$ cat src/rtl/core/edfs_pkg.sv
// Shared types and constants of the EDF task scheduler.
// Used by edfs_entry_eval and edf_task_scheduler; no dependencies.
package edfs_pkg;

  localparam int DEFAULT_MAX_TASKS = 8;

  localparam int TASK_INDEX_W = 3;
  localparam int WORK_W       = 16;
  localparam int TIME_W       = 32;
  localparam int COUNT_W      = 8;
  localparam int ACTIVE_W     = 4;
  localparam int MASK_W       = 8;
  localparam int CFG_INDEX_W  = 2;
  localparam int CFG_DATA_W   = 32;
  localparam int S_TDATA_W    = 56;
  localparam int M_TDATA_W    = 56;

  localparam logic CMD_LOAD = 1'b0;
  localparam logic CMD_TICK = 1'b1;

  localparam logic [CFG_INDEX_W-1:0] REG_ACTIVE_TASKS = 2'd0;
  localparam logic [CFG_INDEX_W-1:0] REG_HORIZON      = 2'd1;
  localparam logic [CFG_INDEX_W-1:0] REG_COMPLETIONS  = 2'd2;

  localparam logic [ACTIVE_W-1:0] ACTIVE_RESET      = 4'd1;
  localparam logic [TIME_W-1:0]   HORIZON_RESET     = 32'd0;
  localparam logic [COUNT_W-1:0]  COMPLETIONS_RESET = 8'd2;
  localparam logic [COUNT_W-1:0]  COUNT_LIMIT       = 8'd255;

  typedef struct packed {
    logic [WORK_W-1:0]  budget;
    logic [WORK_W-1:0]  remaining;
    logic [TIME_W-1:0]  deadline;
    logic [WORK_W-1:0]  period;
    logic [COUNT_W-1:0] completions;
  } entry_t;

  typedef struct packed {
    logic ready;
    logic enough;
  } scan_t;

  typedef struct packed {
    entry_t entry;
    logic   renew;
    logic   missed;
  } upd_t;

endpackage

$ cat src/rtl/core/edfs_entry_eval.sv
// Per-entry evaluation of one task record: readiness and stop test for the
// selection pass, renewal and write-back value for the update pass. Uses edfs_pkg.
module edfs_entry_eval import edfs_pkg::*; (
  input  entry_t             entry,
  input  logic [TIME_W-1:0]  clock_time,
  input  logic [COUNT_W-1:0] completions_to_stop,
  input  logic               run_hit,
  output scan_t              scan,
  output upd_t               upd
);

  logic [WORK_W-1:0] left;
  logic [TIME_W-1:0] clock_new;

  always_comb begin
    // clock + 1 <= deadline
    scan.ready  = (entry.remaining != '0) && (clock_time < entry.deadline);
    scan.enough = entry.completions >= completions_to_stop;

    left      = entry.remaining - WORK_W'(run_hit);
    clock_new = clock_time + TIME_W'(1);

    upd.entry           = entry;
    upd.entry.remaining = left;
    upd.renew           = clock_new >= entry.deadline;
    upd.missed          = upd.renew && (left != '0);
    if (upd.renew) begin
      if ((left == '0) && (entry.completions != COUNT_LIMIT)) begin
        upd.entry.completions = entry.completions + COUNT_W'(1);
      end
      upd.entry.deadline  = entry.deadline + TIME_W'(entry.period);
      upd.entry.remaining = entry.budget;
    end
  end

endmodule

$ cat src/rtl/core/edf_task_scheduler.sv
// EDF task scheduler top level: task table memory, scan sequencer, config
// registers and output register. Uses edfs_pkg and edfs_entry_eval.
// A load, or a tick after the stop, goes from idle straight to the done state; a tick that sets
// the stop sweeps the n live entries once to select, a running tick once to select and once to
// renew, one table read per cycle. Input is accepted only in idle, so items never overlap.
// Reset clears clock, stop flag, config and handshakes; table entries undefined until loaded.
module edf_task_scheduler import edfs_pkg::*; #(
  parameter int MAX_TASKS = DEFAULT_MAX_TASKS
) (
  input  logic                   clk,
  input  logic                   rst,
  input  logic                   s_tvalid,
  output logic                   s_tready,
  // task_index[2:0], exec_time[18:3], first_deadline[34:19], task_period[50:35]
  input  logic [S_TDATA_W-1:0]   s_tdata,
  // command[0]
  input  logic                   s_tuser,
  output logic                   m_tvalid,
  input  logic                   m_tready,
  // ran_task[2:0], time_now[34:3], missed_mask[42:35], renewed_mask[50:43],
  // finished[51]
  output logic [M_TDATA_W-1:0]   m_tdata,
  // ran_valid[0]
  output logic                   m_tuser,
  input  logic                   cfg_valid,
  output logic                   cfg_ready,
  input  logic [CFG_INDEX_W-1:0] cfg_index,
  input  logic [CFG_DATA_W-1:0]  cfg_data
);

  localparam int IDX_W = (MAX_TASKS > 1) ? $clog2(MAX_TASKS) : 1;
  localparam int CNT_W = $clog2(MAX_TASKS + 1);

  typedef enum logic [3:0] {
    ST_IDLE   = 4'b0001,
    ST_SCAN   = 4'b0010,
    ST_UPDATE = 4'b0100,
    ST_DONE   = 4'b1000
  } state_t;

  state_t state;

  logic [ACTIVE_W-1:0] active_tasks;
  logic [TIME_W-1:0]   horizon;
  logic [COUNT_W-1:0]  completions_to_stop;
  logic [TIME_W-1:0]   clock_time;
  logic                stopped;

  logic [CNT_W-1:0]    issue_cnt;
  logic                pend;
  logic [IDX_W-1:0]    pend_idx;
  logic                all_done;
  logic                found;
  logic [IDX_W-1:0]    best_idx;
  logic [TIME_W-1:0]   best_deadline;
  logic                res_ran_valid;
  logic [2:0]          res_ran_task;
  logic [MASK_W-1:0]   missed;
  logic [MASK_W-1:0]   renewed;

  entry_t              table_mem [MAX_TASKS];
  entry_t              rdata;
  entry_t              wdata;
  logic                we;
  logic [IDX_W-1:0]    waddr;
  logic [IDX_W-1:0]    raddr;
  logic                issue_go;

  logic [CNT_W-1:0]    live_n;
  logic                accept;
  logic                load_ok;
  logic [IDX_W+2:0]    load_ext;
  logic [IDX_W+2:0]    pend_ext;
  logic [IDX_W+2:0]    best_ext;
  logic [MASK_W-1:0]   pend_bit;
  logic                sweeping;
  logic                sweep_end;
  logic                out_free;
  logic                run_hit;
  scan_t               scan;
  upd_t                upd;
  entry_t              load_entry;

  assign cfg_ready = 1'b1;
  assign s_tready  = (state == ST_IDLE);
  assign accept    = s_tvalid && s_tready;
  assign out_free  = !m_tvalid || m_tready;

  assign live_n = (int'(active_tasks) > MAX_TASKS) ? CNT_W'(MAX_TASKS) : CNT_W'(active_tasks);

  assign load_ext = {{IDX_W{1'b0}}, s_tdata[2:0]};
  assign load_ok  = int'(s_tdata[2:0]) < MAX_TASKS;
  assign pend_ext = {3'b000, pend_idx};
  assign best_ext = {3'b000, best_idx};
  assign pend_bit = (int'(pend_ext) < MASK_W) ? (MASK_W'(1) << pend_ext[2:0]) : '0;

  assign sweeping  = (state == ST_SCAN) || (state == ST_UPDATE);
  assign issue_go  = sweeping && (issue_cnt != live_n);
  assign sweep_end = sweeping && (issue_cnt == live_n) && !pend;
  assign raddr     = issue_cnt[IDX_W-1:0];
  assign run_hit   = found && (pend_idx == best_idx);

  always_comb begin
    load_entry.budget      = s_tdata[18:3];
    load_entry.remaining   = s_tdata[18:3];
    load_entry.deadline    = TIME_W'(s_tdata[34:19]);
    load_entry.period      = s_tdata[50:35];
    load_entry.completions = '0;
  end

  edfs_entry_eval u_eval (
    .entry               (rdata),
    .clock_time          (clock_time),
    .completions_to_stop (completions_to_stop),
    .run_hit             (run_hit),
    .scan                (scan),
    .upd                 (upd)
  );

  // Update pass writes entry k while reading k+1, so no two accesses share an entry.
  always_comb begin
    we    = 1'b0;
    waddr = pend_idx;
    wdata = upd.entry;
    if (accept && (s_tuser == CMD_LOAD) && load_ok) begin
      we    = 1'b1;
      waddr = load_ext[IDX_W-1:0];
      wdata = load_entry;
    end else if ((state == ST_UPDATE) && pend) begin
      we = 1'b1;
    end
  end

  always_ff @(posedge clk) begin
    if (we) begin
      table_mem[waddr] <= wdata;
    end
    if (issue_go) begin
      rdata <= table_mem[raddr];
    end
  end

  always_ff @(posedge clk) begin
    if (rst) begin
      active_tasks        <= ACTIVE_RESET;
      horizon             <= HORIZON_RESET;
      completions_to_stop <= COMPLETIONS_RESET;
    end else if (cfg_valid && cfg_ready) begin
      case (cfg_index)
        REG_ACTIVE_TASKS: active_tasks        <= cfg_data[ACTIVE_W-1:0];
        REG_HORIZON:      horizon             <= cfg_data[TIME_W-1:0];
        REG_COMPLETIONS:  completions_to_stop <= cfg_data[COUNT_W-1:0];
        default: ;
      endcase
    end
  end

  always_ff @(posedge clk) begin
    if (rst) begin
      state      <= ST_IDLE;
      clock_time <= '0;
      stopped    <= 1'b0;
      pend       <= 1'b0;
      m_tvalid   <= 1'b0;
    end else begin
      if (m_tvalid && m_tready) begin
        m_tvalid <= 1'b0;
      end
      if (sweeping) begin
        if (issue_go) begin
          issue_cnt <= issue_cnt + CNT_W'(1);
          pend_idx  <= raddr;
        end
        pend <= issue_go;
      end

      case (state)
        ST_IDLE: begin
          if (accept) begin
            issue_cnt     <= '0;
            pend          <= 1'b0;
            all_done      <= 1'b1;
            found         <= 1'b0;
            res_ran_valid <= 1'b0;
            res_ran_task  <= '0;
            missed        <= '0;
            renewed       <= '0;
            if ((s_tuser == CMD_TICK) && !stopped) begin
              state <= ST_SCAN;
            end else begin
              state <= ST_DONE;
            end
          end
        end
        ST_SCAN: begin
          if (pend) begin
            if (!scan.enough) begin
              all_done <= 1'b0;
            end
            if (scan.ready && (!found || (rdata.deadline < best_deadline))) begin
              found         <= 1'b1;
              best_idx      <= pend_idx;
              best_deadline <= rdata.deadline;
            end
          end
          if (sweep_end) begin
            if ((clock_time >= horizon) || all_done) begin
              stopped <= 1'b1;
              state   <= ST_DONE;
            end else begin
              issue_cnt     <= '0;
              res_ran_valid <= found;
              res_ran_task  <= found ? best_ext[2:0] : 3'd0;
              state         <= ST_UPDATE;
            end
          end
        end
        ST_UPDATE: begin
          if (pend) begin
            if (upd.renew) begin
              renewed <= renewed | pend_bit;
            end
            if (upd.missed) begin
              missed <= missed | pend_bit;
            end
          end
          if (sweep_end) begin
            clock_time <= clock_time + TIME_W'(1);
            state      <= ST_DONE;
          end
        end
        ST_DONE: begin
          if (out_free) begin
            m_tvalid <= 1'b1;
            m_tuser  <= res_ran_valid;
            m_tdata  <= {4'b0000, stopped, renewed, missed, clock_time, res_ran_task};
            state    <= ST_IDLE;
          end
        end
        default: state <= ST_IDLE;
      endcase
    end
  end

  a_no_rmw_overlap: assert property (@(posedge clk) disable iff (rst)
    ((state == ST_UPDATE) && pend && issue_go) |-> (pend_idx != raddr))
    else $error("update write collides with the next table read");

  a_stop_sticky: assert property (@(posedge clk) disable iff (rst)
    stopped |=> stopped)
    else $error("stop flag cleared without reset");

  a_ran_not_finished: assert property (@(posedge clk) disable iff (rst)
    (m_tvalid && m_tuser) |-> !m_tdata[51])
    else $error("a task ran in a tick that reports finished");

  a_missed_in_renewed: assert property (@(posedge clk) disable iff (rst)
    m_tvalid |-> ((m_tdata[42:35] & ~m_tdata[50:43]) == '0))
    else $error("missed task not flagged as renewed");

  a_clock_moves_in_update: assert property (@(posedge clk) disable iff (rst)
    ($past(!rst) && (clock_time != $past(clock_time))) |-> ($past(state) == ST_UPDATE))
    else $error("clock advanced outside the update pass");

endmodule

$ cat config.mk
export PLATFORM = sky130hd
export DESIGN_NAME = edf_task_scheduler
export DESIGN_NICKNAME = d
export VERILOG_FILES = /design/src/rtl/core/edfs_pkg.sv /design/src/rtl/core/edfs_entry_eval.sv /design/src/rtl/core/edf_task_scheduler.sv
export SDC_FILE = /design/constraint.sdc
export NUM_CORES = 1
export LEC_CHECK = 0
export BUFFER_PORTS_ARGS = -buffer_cell sky130_fd_sc_hd__buf_2
export CAP_MARGIN = 20
export CELL_PAD_IN_SITES_DETAIL_PLACEMENT = 1
export CELL_PAD_IN_SITES_GLOBAL_PLACEMENT = 1
export CORE_ASPECT_RATIO = 0.7
export CORE_UTILIZATION = 48
export CTS_CLUSTER_DIAMETER = 30
export DETAILED_ROUTE_END_ITERATION = 16
export HOLD_SLACK_MARGIN = 0.02
export PLACE_DENSITY_LB_ADDON = 0.1
export SLEW_MARGIN = 0
export SYNTH_ARGS = -nofsm -noshare
export SYNTH_HDL_FRONTEND = slang
export SYNTH_SLANG_ARGS = --single-unit
$ cat constraint.sdc
create_clock -name clk -period 6.5 [get_ports clk]
set_input_delay 0.65 -clock clk [delete_from_list [all_inputs] [get_ports clk]]
set_output_delay 0.65 -clock clk [all_outputs]
set_load 0.05 [all_outputs]
# Word level (Yosys, flattened, before mapping)
# Memory sizes are Yosys's and may differ from the RTL's. A register that Yosys moved wholly into a read port is not among the register bits.
# Index checks and enable logic that the tools add are counted.
# op_classes
mul	0
shift	1
n_reduce_logical	41
eq_ne	21
n_lt_le_gt_ge	7
n_mux	53
addsub	5
n_bitwise	4
n_div	0
# ops
operator	count
88-bit two-way mux	1
32-bit >= comparator	2
32-bit less-than comparator	2
8-bit two-way mux	8
4-bit two-way mux	12
48-bit two-way mux	1
32-bit by 1-bit adder with 32-bit output (second input constant)	1
32-bit by 16-bit adder with 32-bit output	1
8-bit one-hot mux with 2 select lines	2
16-bit nonzero test	2
5-bit AND reduction	5
1-bit two-way mux	18
16-bit zero test	1
8-bit bitwise OR	2
4-bit one-hot mux with 4 select lines	1
16-bit by 1-bit subtractor with 16-bit output	1
3-bit two-way mux	5
2-bit inequality test (second input constant)	7
1-bit logical AND	13
3-bit AND reduction	3
8-bit by 1-bit adder with 8-bit output (second input constant)	1
8-bit >= comparator	1
2-bit by 1-bit inequality test with 1-bit output (second input constant)	4
8-bit inequality test (second input constant)	1
other kinds (23)	37
# word_totals
input_bits	96
memories	1
register_bits	200
mem_bits_rw	704
wordCells	153
latch_bits	0
rom_bits	0
output_inout_bits	60
# memory_table
name	depth	word_bits	rd	rd_clocked_by_memory_dff	wr	line	source
table_mem	8	88	1	1	1	edf_task_scheduler.sv:61	entry_t table_mem [MAX_TASKS];

# Logic depth before layout (Yosys ltp)
# logic_depth
depth_word	9
ltp_mapped	18
mapped_depth_nobuf	17

# Hierarchy
# Synthesis repeated with hierarchy kept, for this count alone.
# unflattened
hier_cells	2791
area_unflattened_um2	43589.3
# by_module_without_submodules
module	n_inst	seq_area_each_um2	cells_each	area_each_um2
edf_task_scheduler	1	28957.8	2178	38981.1
edfs_entry_eval	1	0.0	613	4608.2

# Least setup slack after synthesis
# OpenSTA, ideal clock, no wires.
# synth_timing
path_kind	flip-flop to flip-flop
from	register state[3]
to	memory table_mem[4][0] (netlist name), enable pin
stages_incl_launch_ff	9
path_slack_ns	-0.403
t_arrival_ns	6.367
setup_ns	0.535
path_cell_list	dfxtp_1 -> nor4b_2 -> and2_1 -> clkbuf_1 -> nand2b_1 -> clkbuf_1 -> nor3b_1 -> a21oi_1 -> nor2_1
# synth_between
elab_chain_cells	6
elab_cells_between_ends	10
classes_between	eq/ne: 2; mux: 5; reduce/logical: 3
# synth_rtl
element	line	source
start: declaration	edf_task_scheduler.sv:41	state_t state;
start signal: assignment	edf_task_scheduler.sv:160	state <= ST_IDLE;
start signal: assignment	edf_task_scheduler.sv:189	state <= ST_SCAN;
start signal: assignment	edf_task_scheduler.sv:191	state <= ST_DONE;
4-bit by 1-bit equality test with 1-bit output (*)	edf_task_scheduler.sv:85	assign s_tready = (state == ST_IDLE);
via s_tready	edf_task_scheduler.sv:13	output logic s_tready,
1-bit logical AND (*)	edf_task_scheduler.sv:86	assign accept = s_tvalid && s_tready;
1-bit logical AND (*)	edf_task_scheduler.sv:125	if (accept && (s_tuser == CMD_LOAD) && load_ok) begin
1-bit two-way mux	edf_task_scheduler.sv:125	
1-bit two-way mux	edf_task_scheduler.sv:135	if (we) begin
1-bit two-way mux (implied by the code)	edf_task_scheduler.sv:136	table_mem[waddr] <= wdata;
end: declaration	edf_task_scheduler.sv:61	
# The timed path passes the listed nets; every way through them passes the cells marked *.

==> flow_summary.ini <==
[pwr]
p_int_mw = 14.23
comb_power_share_pct = 15.1
vdd_drop_max_v = 0.0002751
swShare_pct = 25.84
powerDensity_nw_per_um2 = 381.7
clkPwrFrac_pct = 43.6
leakage_nw = 17.60
power_mw = 19.18
p_switching_mw = 4.958
seqPwrFrac_pct = 41.2

[placement]
gp_congestion = 0.8151
placed_cell_area_sq_um = 45000
portBuffers = 145
dpl.hpwl_um = 64710
dp_cells = 3941

[worst_setup_path]
crit_arrival_ps = 6170
required_ps = 6970
cp_max_fo = 12
criticalPathCategory = flop to flop
endpoint_kind = flop
critPathLaunchType = flop

[yosys]
ys_ff_latch = 992
synth-xor-area-share_pct = 2.114
synthMuxAreaShare_pct = 12.17
synth_adder_area_share_pct = 4.620
syn_inst = 2703
ys.flop_type = edfxtp_1
async_flop_share_pct = 0
synth_top_family_by_area = multiplexers
syn-cell-area_sq_um = 42680
avgSynthCellArea_sq_um = 15.79
yosys.area_share.simple_pct = 6.975
ys_warn_count = 0
yosysUniqueCellTypes = 71
synth_edf_count = 909
synth_compound_area_share_pct = 4.219
ys_seq_area_share_pct = 67.85

[timing]
drv_slew = 0
slew_headroom_pct = 25.75
rsz0062_at_grt = false
min_period_over_period_pct = 87.62
finalSetupTns_ps = 0
min_period_ps = 5695
skew_ps = 34.68
finalHoldViolCount = 0
tightest_slew_ps = 1111
finalSetupViolCount = 0
fmax_mhz = 175.6

[die]
dieWidth_um = 358.4
rows = 91
coreArea_sq_um = 88010
die_height_um = 251.5
ios = 156
die-area_sq_um = 90130
initial_utilization_pct = 48.49

[cts]
htreeDepth = 4
cts_tree = built
clock-root-buffer = clkbuf_16
post_cts_resized = 0
cts_buffers = 146
cts.hold.buffers_added = 0
clkLatencyLatePin_ps = 760
cts.sinks = 992
clock_path_buffers = 3
path_clk_slew_ps = 50
post_cts_buffers = 0

[routing]
first_pass_iters = 5
drt_iter0_drc = 1798
vias_per_cell = 5.791
num_vias = 24390
wl_per_cell_um = 25.61
ant_nets = 0
drt-total-wl_um = 107800
drc = 0

[cells_and_area]
drive_above_1_share_pct = 23.81
instances_no_fill = 4211
nets = 3180
most-common-layout-cells = 909 x edfxtp_1, 258 x nand2_1, 176 x mux4_2
design_area_sq_um = 50260
num_antenna_cells = 0
multi_input_area_sq_um = 12960
regArea_sq_um = 28960
n_fill_cell = 8063
layout_commonest_cell = edfxtp_1
syn2layout_area_growth_pct = 17.76
fin_util_pct = 57.10

[outcome]
status = complete, no violations

[global_route]
grt_remaining_overflow = 0
antenna_found_initial = 5
grt_pass1_vias = 25950
grt_use_total_pct = 24.42
grt_pass1_wl_um = 162500
grt_max_degree = 137

[run]
cap_violations = 0

[hold_path]
min_path_type = primary input to flop
==> critical path, stage by stage, from the launching register on <==
cell and delay (ps):
dfxtp_1 520, ha_1 280, nand3_1 240, or3_4 480
nor2_1 280, nand3_2 210, nor2_1 260, nand3_1 160
xnor2_1 170, ha_1 320, a21oi_1 150, nand2_1 70
a221oi_1 420, o21ai_0 230, nand3_1 560, nor2b_1 290
a31o_2 320, a21oi_1 440
==> registers in the layout, indices dropped and copies added, names as in the netlist <==
name	flops
state	4
all_done	1
issue_cnt	4
completions_to_stop	8
pend_idx	3
clock_time	32
m_tdata	52
best_idx	3
best_deadline	32
table_mem	704
missed	8
res_ran_valid	1
m_tuser	1
stopped	1
pend	1
found	1
active_tasks	4
m_tvalid	1
renewed	8
res_ran_task	3
horizon	32
rdata	88
==> area by class of cell <==
| type | instances | share of cell area (%) |
|---|---|---|
| Sequential cell | 992 | 57.62 |
| Multi-Input combinational cell | 1490 | 25.78 |
| Clock buffer | 167 | 7.718 |
| Tap cell | 1162 | 2.893 |
| Clock inverter | 103 | 2.739 |
| Timing Repair Buffer | 181 | 2.380 |
| Inverter | 116 | 0.8664 |
==> per-stage QoR <==
step	hold WS (ps)	setup slack (ps)
finish	148.4	804.8
CTS	99.64	848.9
global placement	412.7	1033
detailed placement	413.6	933.3
global route	145.4	440.5
floorplan	400.3	-402.6
==> per-layer routing <==
metal / track usage (%) / share of wire [%] / vias up
met1: 35.84 / 47 / 12680
met4: 7.708 / 2.0 / 4
met5: 0 / 0.019 / -
li1: - / - / 10870
met2: 37.01 / 46 / 669
met3: 4.557 / 5.5 / 157
==> kinds of logic after synthesis <==
kind of cell | count (synthesis)
XOR/XNOR | 103
AO/OA/AOI/OAI | 304
multiplexers | 288
adder cells (fa/ha/maj) | 157
buffers and inverters | 224
AND/OR/NAND/NOR | 633
other | 2
flip-flops | 992
==> Yosys cell counts, types with 11 or more instances <==
| library cell | count | area, sq um |
|---|---|---|
| mux2_2 | 88 | 991.0 |
| nor3_1 | 41 | 205.2 |
| inv_1 | 114 | 427.9 |
| a21o_1 | 25 | 187.7 |
| nand3_1 | 31 | 155.2 |
| nand4_1 | 26 | 162.7 |
| edfxtp_1 | 909 | 27300 |
| xor2_1 | 41 | 359.1 |
| clkbuf_1 | 75 | 281.5 |
| nor2b_1 | 16 | 100.1 |
| xnor2_1 | 62 | 543.0 |
| ha_1 | 156 | 1952 |
| mux4_2 | 176 | 3964 |
| o21a_1 | 14 | 105.1 |
| a211oi_1 | 11 | 82.58 |
| dfxtp_1 | 83 | 1662 |
| a21oi_1 | 125 | 625.6 |
| o21ai_0 | 82 | 410.4 |
| or3_1 | 13 | 81.33 |
| mux2i_1 | 24 | 240.2 |
| and3_1 | 14 | 87.58 |
| nor2_1 | 162 | 608.1 |
| buf_1 | 23 | 86.33 |
| nand2_1 | 259 | 972.2 |
| nand2b_1 | 15 | 93.84 |
==> power by group through the flow <==
stage | clock (mW) | combinational [mW] | sequential, mW
floorplan | 0 | 2.05 | 7.98
global placement | 0 | 2.80 | 8.00
detailed placement | 0 | 2.92 | 8.03
CTS | 8.51 | 2.95 | 7.90
global route | 8.74 | 3.17 | 7.93
finish | 8.37 | 2.90 | 7.91
==> final timing paths <==
path | from | end | slack (ps) | cells past startpoint
min reg2reg | res_ran_task[1] | m_tdata[1] | 420 | 0
max reg2reg | clock_time[0] | table_mem[1][53] | 800 | 17
max | clock_time[0] | table_mem[1][53] | 800 | 17
min | cfg_data[25] | horizon[25] | 150 | 3
(Power assumes the default switching activity.)
